[src/design/ert_pkg.sv]
package ert_pkg;

    typedef enum logic [1:0] {
        OP_TICK  = 2'd0,
        OP_SEND  = 2'd1,
        OP_REPLY = 2'd2,
        OP_READ  = 2'd3
    } op_t;

    localparam logic [2:0] ST_UNSENT  = 3'd0;
    localparam logic [2:0] ST_SENT    = 3'd1;
    localparam logic [2:0] ST_RECVD   = 3'd2;
    localparam logic [2:0] ST_TIMEOUT = 3'd3;
    localparam logic [2:0] ST_ERROR   = 3'd4;

    localparam logic [1:0] KIND_ECHO  = 2'd0;
    localparam logic [1:0] KIND_ERROR = 2'd1;
    localparam logic [1:0] KIND_OTHER = 2'd2;

    localparam logic [1:0] REG_PACKET_COUNT  = 2'd0;
    localparam logic [1:0] REG_SEND_INTERVAL = 2'd1;
    localparam logic [1:0] REG_TIMEOUT       = 2'd2;

    localparam logic [7:0] TYPE_ECHO_REPLY = 8'd0;
    localparam logic [7:0] TYPE3  = 8'd3;
    localparam logic [7:0] TYPE5  = 8'd5;
    localparam logic [7:0] TYPE11 = 8'd11;
    localparam logic [7:0] TYPE12 = 8'd12;

    localparam logic [10:0] TAG_BYTES_MIN = 11'd24;
    localparam logic [10:0] HDR_BYTES_MIN = 11'd8;

    localparam int IN_BITS  = 2 + 64 + 64 + 16 + 8 + 8 + 11 + 4;
    localparam int IN_BYTES = (IN_BITS + 7) / 8;
    localparam int OUT_BITS  = 1 + 1 + 1 + 4 + 3 + 32 + 2 + 5 + 1 + 1;
    localparam int OUT_BYTES = (OUT_BITS + 7) / 8;

endpackage

[src/design/echo_request_tracker.sv]
// Channel   | Direction | Word
// s_axis    | in        | tdata: op, guid_high, guid_low, reply_seq, icmp_type,
//           |           |        icmp_code, msg_len, entry_select
// m_axis    | out       | tdata: accepted, matched, seq_only, entry_index,
//           |           |        entry_state, round_trip, reply_kind,
//           |           |        newly_timed_out, pending, finished
// cfg       | in        | cfg_index, cfg_data (register writes)
//
// One word at a time. Tick and error-by-tag words scan the entry memories,
// one entry a cycle. Other words step through reading the memory, writing
// back and computing, reading the result times, loading the result and
// returning to idle.
// Reset clears status flags in flops; tag/time memories stay unset.
// A result waits in an output register; the next word is taken while it
// waits, but a new result is held back until the old one is taken.
module echo_request_tracker #(
    parameter int ENTRIES   = 16,
    parameter int TIME_BITS = 32
) (
    input  logic                           clk,
    input  logic                           rst_n,
    input  logic                           s_axis_tvalid,
    output logic                           s_axis_tready,
    // op[1:0], guid_high[65:2], guid_low[129:66], reply_seq[145:130],
    // icmp_type[153:146], icmp_code[161:154], msg_len[172:162],
    // entry_select[176:173]
    input  logic [ert_pkg::IN_BYTES*8-1:0] s_axis_tdata,
    output logic                           m_axis_tvalid,
    input  logic                           m_axis_tready,
    // accepted[0], matched[1], seq_only[2], entry_index[6:3],
    // entry_state[9:7], round_trip[41:10], reply_kind[43:42],
    // newly_timed_out[48:44], pending[49], finished[50]
    output logic [ert_pkg::OUT_BYTES*8-1:0] m_axis_tdata,
    input  logic                           cfg_valid,
    output logic                           cfg_ready,
    input  logic [1:0]                     cfg_index,
    input  logic [15:0]                    cfg_data
);
    import ert_pkg::*;

    localparam int IW = (ENTRIES > 1) ? $clog2(ENTRIES) : 1;
    localparam int CW = $clog2(ENTRIES + 1);

    typedef enum logic [2:0] {
        S_IDLE, S_READ, S_EXEC, S_SCAN, S_SCAN_LAST, S_WAIT, S_DONE
    } state_t;

    // configuration
    logic [4:0]  packet_count_reg;
    logic [15:0] send_interval_reg;
    logic [15:0] timeout_reg;

    // control state
    state_t               state_reg;
    logic [TIME_BITS-1:0] time_now_reg;
    logic [TIME_BITS-1:0] next_send_reg;
    logic [CW-1:0]        next_index_reg;
    logic [2:0]           status_reg [ENTRIES];
    logic [4:0]           timed_reg;
    logic                 found_reg;

    // captured word
    op_t         op_reg;
    logic [63:0] ghi_reg, glo_reg;
    logic [15:0] seq_reg;
    logic [7:0]  typ_reg, code_reg;
    logic [10:0] len_reg;
    logic [3:0]  sel_reg;

    // memories
    logic [63:0]          tag_hi_mem [ENTRIES];
    logic [63:0]          tag_lo_mem [ENTRIES];
    logic [TIME_BITS-1:0] sent_mem   [ENTRIES];
    logic [TIME_BITS-1:0] ans_mem    [ENTRIES];
    logic [63:0]          tag_hi_q, tag_lo_q;
    logic [TIME_BITS-1:0] sent_q;
    logic [IW-1:0]        raddr, waddr, q_addr_reg;
    logic                 tag_we, sent_we, ans_we;
    logic [TIME_BITS-1:0] ans_wdata;

    // result
    logic                 out_valid_reg;
    logic                 r_acc, r_match, r_seqo, r_has;
    logic [IW-1:0]        r_idx;
    logic [3:0]           r_idx_out;
    logic [1:0]           r_kind;
    logic [OUT_BYTES*8-1:0] out_data_reg;
    logic [TIME_BITS-1:0] rs_q, ra_q;
    logic [2:0]           r_state;
    logic [31:0]          r_trip;
    logic [TIME_BITS-1:0] diff;
    logic [OUT_BYTES*8-1:0] result_word;
    logic                 load_out;

    // decode captured word
    logic seq_ok, sel_ok, is_echo, is_err, limit_ok;
    logic [CW-1:0] send_limit;
    always_comb
    begin
        seq_ok  = {16'd0, seq_reg} < 32'(ENTRIES);
        sel_ok  = {28'd0, sel_reg} < 32'(ENTRIES);
        is_echo = typ_reg == TYPE_ECHO_REPLY && code_reg == 8'd0;
        is_err  = typ_reg == TYPE3 || typ_reg == TYPE5 || typ_reg == TYPE11
                  || typ_reg == TYPE12;
        send_limit = (32'(packet_count_reg) > 32'(ENTRIES)) ? CW'(ENTRIES)
                                                             : CW'(packet_count_reg);
        limit_ok = next_index_reg < send_limit;
    end

    logic scan_op;
    assign scan_op = op_reg == OP_TICK ||
                     (op_reg == OP_REPLY && !is_echo && is_err && len_reg >= TAG_BYTES_MIN);

    // scan pointer / direct address
    logic [IW-1:0] ptr_reg;
    logic [IW-1:0] direct_addr;
    always_comb
    begin
        case (op_reg)
            OP_SEND:  direct_addr = next_index_reg[IW-1:0];
            OP_READ:  direct_addr = sel_reg[IW-1:0];
            default:  direct_addr = seq_reg[IW-1:0];
        endcase
    end
    assign raddr = scan_op ? ptr_reg : direct_addr;

    always_ff @(posedge clk)
    begin
        tag_hi_q   <= tag_hi_mem[raddr];
        tag_lo_q   <= tag_lo_mem[raddr];
        sent_q     <= sent_mem[raddr];
        q_addr_reg <= raddr;
        if (tag_we)
        begin
            tag_hi_mem[waddr] <= ghi_reg;
            tag_lo_mem[waddr] <= glo_reg;
        end
        if (sent_we)
            sent_mem[waddr] <= time_now_reg;
        if (ans_we)
            ans_mem[waddr] <= ans_wdata;
    end

    // per-entry evaluation of the word read last cycle
    logic tag_eq, q_sent, q_expired;
    logic [TIME_BITS-1:0] age;
    always_comb
    begin
        tag_eq    = tag_hi_q == ghi_reg && tag_lo_q == glo_reg;
        q_sent    = status_reg[q_addr_reg] == ST_SENT;
        age       = time_now_reg - sent_q;
        q_expired = age > TIME_BITS'(timeout_reg);
    end

    logic pending;
    always_comb
    begin
        pending = 1'b0;
        for (int i = 0; i < ENTRIES; i++)
            if (status_reg[i] == ST_SENT)
                pending = 1'b1;
    end

    logic accept_in;
    assign s_axis_tready = state_reg == S_IDLE;
    assign accept_in     = s_axis_tvalid && s_axis_tready;
    assign cfg_ready     = 1'b1;
    assign m_axis_tvalid = out_valid_reg;
    assign m_axis_tdata  = out_data_reg;
    assign load_out      = state_reg == S_DONE && (!out_valid_reg || m_axis_tready);

    // memory write controls (combinational from state)
    always_comb
    begin
        tag_we = 1'b0; sent_we = 1'b0; ans_we = 1'b0;
        waddr = q_addr_reg;
        ans_wdata = time_now_reg;
        if (state_reg == S_EXEC)
        begin
            if (op_reg == OP_SEND && limit_ok && time_now_reg >= next_send_reg)
            begin
                tag_we = 1'b1; sent_we = 1'b1;
            end
            else if (op_reg == OP_REPLY && is_echo && len_reg >= TAG_BYTES_MIN
                     && seq_ok && q_sent && tag_eq)
                ans_we = 1'b1;
            else if (op_reg == OP_REPLY && !is_echo && is_err
                     && len_reg < TAG_BYTES_MIN && len_reg >= HDR_BYTES_MIN
                     && seq_ok && q_sent)
                ans_we = 1'b1;
        end
        else if ((state_reg == S_SCAN || state_reg == S_SCAN_LAST)
                 && op_reg == OP_REPLY && !found_reg && q_sent && tag_eq)
            ans_we = 1'b1;
    end

    always_ff @(posedge clk or negedge rst_n)
    begin
        if (!rst_n)
        begin
            state_reg         <= S_IDLE;
            packet_count_reg  <= 5'd4;
            send_interval_reg <= 16'd1000;
            timeout_reg       <= 16'd4000;
            time_now_reg      <= '0;
            next_send_reg     <= '0;
            next_index_reg    <= '0;
            for (int i = 0; i < ENTRIES; i++)
                status_reg[i] <= ST_UNSENT;
            out_valid_reg     <= 1'b0;
            found_reg         <= 1'b0;
            timed_reg         <= '0;
            ptr_reg           <= '0;
            r_acc <= 1'b0; r_match <= 1'b0; r_seqo <= 1'b0; r_has <= 1'b0;
            r_idx <= '0; r_kind <= KIND_ECHO;
            op_reg <= OP_TICK;
        end
        else
        begin
            if (cfg_valid && cfg_ready)
            begin
                case (cfg_index)
                    REG_PACKET_COUNT:  packet_count_reg  <= cfg_data[4:0];
                    REG_SEND_INTERVAL: send_interval_reg <= cfg_data;
                    REG_TIMEOUT:       timeout_reg       <= cfg_data;
                    default: ;
                endcase
            end
            if (load_out)
                out_valid_reg <= 1'b1;
            else if (m_axis_tvalid && m_axis_tready)
                out_valid_reg <= 1'b0;

            case (state_reg)
                S_IDLE:
                begin
                    if (accept_in)
                    begin
                        op_reg   <= op_t'(s_axis_tdata[1:0]);
                        ghi_reg  <= s_axis_tdata[65:2];
                        glo_reg  <= s_axis_tdata[129:66];
                        seq_reg  <= s_axis_tdata[145:130];
                        typ_reg  <= s_axis_tdata[153:146];
                        code_reg <= s_axis_tdata[161:154];
                        len_reg  <= s_axis_tdata[172:162];
                        sel_reg  <= s_axis_tdata[176:173];
                        ptr_reg  <= '0;
                        found_reg <= 1'b0;
                        timed_reg <= '0;
                        r_acc <= 1'b0; r_match <= 1'b0; r_seqo <= 1'b0;
                        r_has <= 1'b0; r_idx <= '0; r_kind <= KIND_ECHO;
                        if (s_axis_tdata[1:0] == OP_TICK)
                            time_now_reg <= time_now_reg + 1'b1;
                        state_reg <= S_READ;
                    end
                end
                S_READ:
                begin
                    // address issued this cycle; data valid next
                    if (scan_op)
                    begin
                        ptr_reg   <= ptr_reg + 1'b1;
                        state_reg <= (ENTRIES == 1) ? S_SCAN_LAST : S_SCAN;
                    end
                    else
                        state_reg <= S_EXEC;
                    if (op_reg == OP_REPLY)
                        r_kind <= is_echo ? KIND_ECHO : (is_err ? KIND_ERROR : KIND_OTHER);
                end
                S_SCAN, S_SCAN_LAST:
                begin
                    if (op_reg == OP_TICK)
                    begin
                        if (q_sent && q_expired)
                        begin
                            status_reg[q_addr_reg] <= ST_TIMEOUT;
                            timed_reg <= timed_reg + 1'b1;
                        end
                    end
                    else if (!found_reg && q_sent && tag_eq)
                    begin
                        status_reg[q_addr_reg] <= ST_ERROR;
                        found_reg <= 1'b1;
                        r_match <= 1'b1; r_has <= 1'b1; r_idx <= q_addr_reg;
                    end
                    if (state_reg == S_SCAN_LAST)
                        state_reg <= S_WAIT;
                    else
                    begin
                        if (32'(ptr_reg) == ENTRIES - 1)
                            state_reg <= S_SCAN_LAST;
                        else
                            ptr_reg <= ptr_reg + 1'b1;
                    end
                end
                S_EXEC:
                begin
                    case (op_reg)
                        OP_SEND:
                            if (limit_ok && time_now_reg >= next_send_reg)
                            begin
                                status_reg[q_addr_reg] <= ST_SENT;
                                next_index_reg <= next_index_reg + 1'b1;
                                next_send_reg  <= time_now_reg
                                                  + TIME_BITS'(send_interval_reg);
                                r_acc <= 1'b1; r_has <= 1'b1; r_idx <= q_addr_reg;
                            end
                        OP_REPLY:
                            if (ans_we)
                            begin
                                status_reg[q_addr_reg] <= is_echo ? ST_RECVD : ST_ERROR;
                                r_match <= is_echo;
                                r_seqo  <= !is_echo;
                                r_has <= 1'b1; r_idx <= q_addr_reg;
                            end
                        OP_READ:
                            if (sel_ok)
                            begin
                                r_has <= 1'b1; r_idx <= q_addr_reg;
                            end
                        default: ;
                    endcase
                    state_reg <= S_WAIT;
                end
                S_WAIT:
                begin
                    // r_idx and the memories are settled; the times of r_idx
                    // are read at this edge
                    state_reg <= S_DONE;
                end
                S_DONE:
                begin
                    // wait until the previous result is gone
                    if (load_out)
                    begin
                        out_data_reg <= result_word;
                        state_reg    <= S_IDLE;
                    end
                end
                default: state_reg <= S_IDLE;
            endcase
        end
    end

    // result assembly: times come from a dedicated registered read of r_idx,
    // valid from S_DONE on
    always_ff @(posedge clk)
    begin
        rs_q <= sent_mem[r_idx];
        ra_q <= ans_mem[r_idx];
    end

    always_comb
    begin
        r_state = r_has ? status_reg[r_idx] : ST_UNSENT;
        diff    = ra_q - rs_q;
        r_trip  = (r_has && (r_state == ST_RECVD || r_state == ST_ERROR))
                  ? 32'(diff) : 32'd0;
        r_idx_out = r_has ? 4'(r_idx) : ((op_reg == OP_READ) ? sel_reg : 4'd0);
        result_word = '0;
        result_word[0]     = r_acc;
        result_word[1]     = r_match;
        result_word[2]     = r_seqo;
        result_word[6:3]   = r_idx_out;
        result_word[9:7]   = r_state;
        result_word[41:10] = r_trip;
        result_word[43:42] = r_kind;
        result_word[48:44] = timed_reg;
        result_word[49]    = pending;
        result_word[50]    = next_index_reg >= send_limit && !pending;
    end

    a_one_hit: assert property (@(posedge clk) disable iff (!rst_n)
        (state_reg == S_SCAN && found_reg) |=> found_reg)
        else $error("error match lost");
    a_no_accept_busy: assert property (@(posedge clk) disable iff (!rst_n)
        (state_reg != S_IDLE) |-> !s_axis_tready)
        else $error("input taken while busy");
    a_out_hold: assert property (@(posedge clk) disable iff (!rst_n)
        (m_axis_tvalid && !m_axis_tready) |=> m_axis_tvalid && $stable(m_axis_tdata))
        else $error("result dropped");
    a_idx_bound: assert property (@(posedge clk) disable iff (!rst_n)
        32'(next_index_reg) <= ENTRIES)
        else $error("index overrun");

endmodule
[config.mk]
export PLATFORM = sky130hd
export DESIGN_NAME = echo_request_tracker
export DESIGN_NICKNAME = d
export VERILOG_FILES = /design/src/design/ert_pkg.sv /design/src/design/echo_request_tracker.sv
export SDC_FILE = /design/constraint.sdc
export NUM_CORES = 2
export LEC_CHECK = 0
export ABC_AREA = 1
export BUFFER_PORTS_ARGS = -buffer_cell sky130_fd_sc_hd__buf_2
export CORE_MARGIN = 2
export CORE_UTILIZATION = 61
export CTS_BUF_LIST = sky130_fd_sc_hd__clkbuf_4
export DETAILED_ROUTE_END_ITERATION = 6
export PLACE_DENSITY = 0.78
export SETUP_SLACK_MARGIN = 0.3
export SKIP_CTS_REPAIR_TIMING = 1
export SYNTH_ARGS = -nofsm -noshare
export SYNTH_HDL_FRONTEND = slang
export SYNTH_SLANG_ARGS = --single-unit
[constraint.sdc]
create_clock -name clk -period 22.2 [get_ports clk]
set_input_delay 2.22 -clock clk [delete_from_list [all_inputs] [get_ports clk]]
set_output_delay 2.22 -clock clk [all_outputs]
set_load 0.1 [all_outputs]
==> reports/metrics.csv <==
stage,metric,value,unit
status,status,"finished, violations left",
status,violations,DRC,
route,ant_nets,0,
clocking,cts_tree,yes,
floorplanning,die_h,506.4,um
power_and_ir_drop,leakagePower,60.56,nW
sta,skew,207.0,ps
setup_path,r2r_start,ans_wdata[27],
place,hpwl,208700,um
global_route,antenna_found_initial,22,
power_and_ir_drop,power.density,137.0,mW/mm^2
clocking,clk_pin_slew_worst_paths,70,ps
layout,nets,13400,
sta,slew_headroom,17.35,%
power_and_ir_drop,comb_power_share,40.0,%
logic_synthesis,ys_types,61,
logic_synthesis,postSynthCellCount,12540,
route,drc,5,
logic_synthesis,ys.flop_type,edfxtp_1,
floorplanning,dieArea,0.2564,sq mm
route,wl_per_cell,23.62,um
power_and_ir_drop,switchingPower,9.540,mW
setup_path,crit_type,reg2reg,
logic_synthesis,yosys.area.top_type_share,64.27,%
layout,reg_top3,"tag_hi_mem x1024, tag_lo_mem x1024",
route,wirelength,405400,um
clocking,clock_path_buffers,4,
route,drt-vias-per-instance,6.247,
route,dr.pass1.iters,7,
min_path,hp-class,reg2reg,
place,port_buffers,249,
floorplanning,dieWidth,506.4,um
layout,drive_gt1_share,14.31,%
setup_path,cp-startpoint,ans_wdata[27],
sta,fin_crit_sh,30.82,%
setup_path,crit_arrival,7840,ps
sta,finalHoldViolCount,0,
layout,fillCellCount,17320,
logic_synthesis,synth_edf_count,3295,
layout,syn2layout_area_growth,10.00,%
logic_synthesis,yosysWarnings,0,
power_and_ir_drop,p_sw_share,41.13,%
logic_synthesis,async_flop_share,4.861,%
route,drt_iter0_drc,13990,
job,maxCapViolCount,0,
logic_synthesis,synth_area,0.1540,sq mm
logic_synthesis,synth_seq_area_share,70.17,%
power_and_ir_drop,ir_worst_vdd,0.2532,mV
global_route,grt_max_degree,240,
clocking,clock_sinks,3703,
sta,max_freq,146.2,MHz
global_route,grt_overflow,0,
setup_path,cp-endpoint,tag_lo_mem[15][38],
layout,seqCellArea,0.1080,sq mm
power_and_ir_drop,p_clk_share,23.9,%
layout,layout_common_cells,"3295 x edfxtp_1, 1557 x o21ai_0, 1340 x clkbuf_4",
sta,setup_viol,0,
sta,drv_slew,0,
layout,multi_input_comb_area,0.03947,sq mm
sta,finalCriticalPeriod,6842,ps
setup_path,r2r_end,tag_lo_mem[15][38],
power_and_ir_drop,share_seq_of_total_power,36.1,%
setup_path,worstPathMaxFanout,48,
setup_path,start_kind,register,
logic_synthesis,synth_seq_cells,3703,
floorplanning,start_util,61.30,%
global_route,grt_use_total,30.83,%
setup_path,crit_required,23200,ps
layout,fin_area,0.1694,sq mm
floorplanning,rows,184,
place,routabilityCongestion,0.9115,
setup_path,r2r_cells,17,
global_route,grt_first_pass_wirelength,607700,um
sta,tightest_slew,1240,ps
setup_path,r2r_slack,15360,ps
setup_path,endpoint_kind,register,
clocking,root_buffer,clkbuf_4,
logic_synthesis,synth_area_leaders,"edfxtp_1 64%, o21ai_0 5.1%, nand2_1 3.2%",
clocking,clk_latency,1480,ps
clocking,htreeDepth,6,
layout,final_common_cell,edfxtp_1,
route,vias,107200,
sta,rsz0062_at_grt,no,
floorplanning,core,0.2512,sq mm
global_route,grt_pass1_vias,106000,
logic_synthesis,syn_avg_cell_area,12.28,sq um
floorplanning,io_pins,266,
power_and_ir_drop,p_total,23.20,mW
sta,tns,0,ps
power_and_ir_drop,p_int,13.66,mW
logic_synthesis,synth_top_area_cell,edfxtp_1,
clocking,numCtsBuffers,871,
place,placed_area,0.1577,sq mm
## cell families (layout without fill, tap and decap cells)
kind of cell / count (synthesis) / after routing / share of synthesized area [%]
compound gates: 3464 / 3464 / 13.45
xor+xnor: 185 / 185 / 1.052
fa+ha+maj: 138 / 138 / 1.136
buf+inv: 1627 / 2895 / 4.402
flops: 3703 / 3703 / 70.17
mux: 166 / 166 / 1.079
other cells: 2 / 13 / 0.004878
simple gates: 3251 / 3251 / 8.706
## cell type report
class | count | share of cell area (%)
inverter | 839 | 1.881
multi-input combinational | 7210 | 23.31
antenna | 7 | 0.01034
timing repair buffer | 426 | 1.673
sequential | 3703 | 63.80
clock buffer | 1340 | 5.940
clock inverter | 290 | 0.9176
tap | 3348 | 2.473
## how the worst min path moves through the flow
stage / endpoint / cells past startpoint / startpoint / slack, ps
after floorplan: m_axis_tdata[0] / 0 / r_acc / 430
after global placement: m_axis_tdata[42] / 0 / r_kind[0] / 430
after detailed placement: m_axis_tdata[2] / 0 / r_seqo / 440
after CTS: m_axis_tdata[43] / 0 / r_kind[1] / 460
after global routing: m_axis_tdata[43] / 0 / r_kind[1] / 470
final: m_axis_tdata[2] / 0 / r_seqo / 460
## cells in the mapped netlist, types with 149 or more instances
master and n:
edfxtp_1 3295, o21ai_1 149, a21oi_1 480, nand3_1 445, o22ai_1 201, nor2_1 1267
dfxtp_1 228, clkbuf_1 460, dfrtp_1 167, o21ai_0 1557, o211ai_1 615, o221ai_1 323
mux2i_1 166, nand2_1 1319, buf_2 203, inv_1 826
## metal layers
metal | GRT usage [%] | wire length [um] | vias to the layer above
li1 | - | - | 47610
met2 | 50.11 | 194000 | 6594
met4 | 13.72 | 15920 | 10
met3 | 6.021 | 44810 | 1094
met5 | 0 | 65 | -
met1 | 40.61 | 150600 | 51910
## worst max-delay path, cell delays in order, from the launching register on
cell,delay [ps]
dfrtp_1,370
buf_4,270
ha_1,360
nand2_1,80
nor2_1,120
nand2_1,100
nor4_1,380
nand4_1,160
nand3_1,410
nand3_1,230
nor2_4,120
buf_4,440
inv_2,310
buf_4,380
nor2_4,130
buf_4,780
buf_4,800
buf_4,770
## per-stage QoR
step	setup slack [ps]	util [%]	instances	hold slack, ps
after floorplan	11970	-	12540	425.3
after CTS	15310	67.42	17160	464.0
after detailed placement	15390	62.80	15530	440.8
final	15360	67.43	17160	456.8
after global routing	14990	67.43	17160	473.9
after global placement	15430	62.80	15530	431.6
## power by group through the flow
| stage | registers (mW) | logic, mW | clock network [mW] |
|---|---|---|---|
| 2_1_floorplan | 8.47 | 6.63 | 0 |
| 3_3_place_gp | 8.50 | 8.67 | 0 |
| 3_5_place_dp | 8.52 | 9.05 | 0 |
| 4_1_cts | 8.37 | 9.10 | 5.63 |
| 5_1_grt | 8.41 | 10.1 | 5.98 |
| 6_report | 8.38 | 9.27 | 5.55 |
No activity file was read; power rests on OpenSTA's default activity.
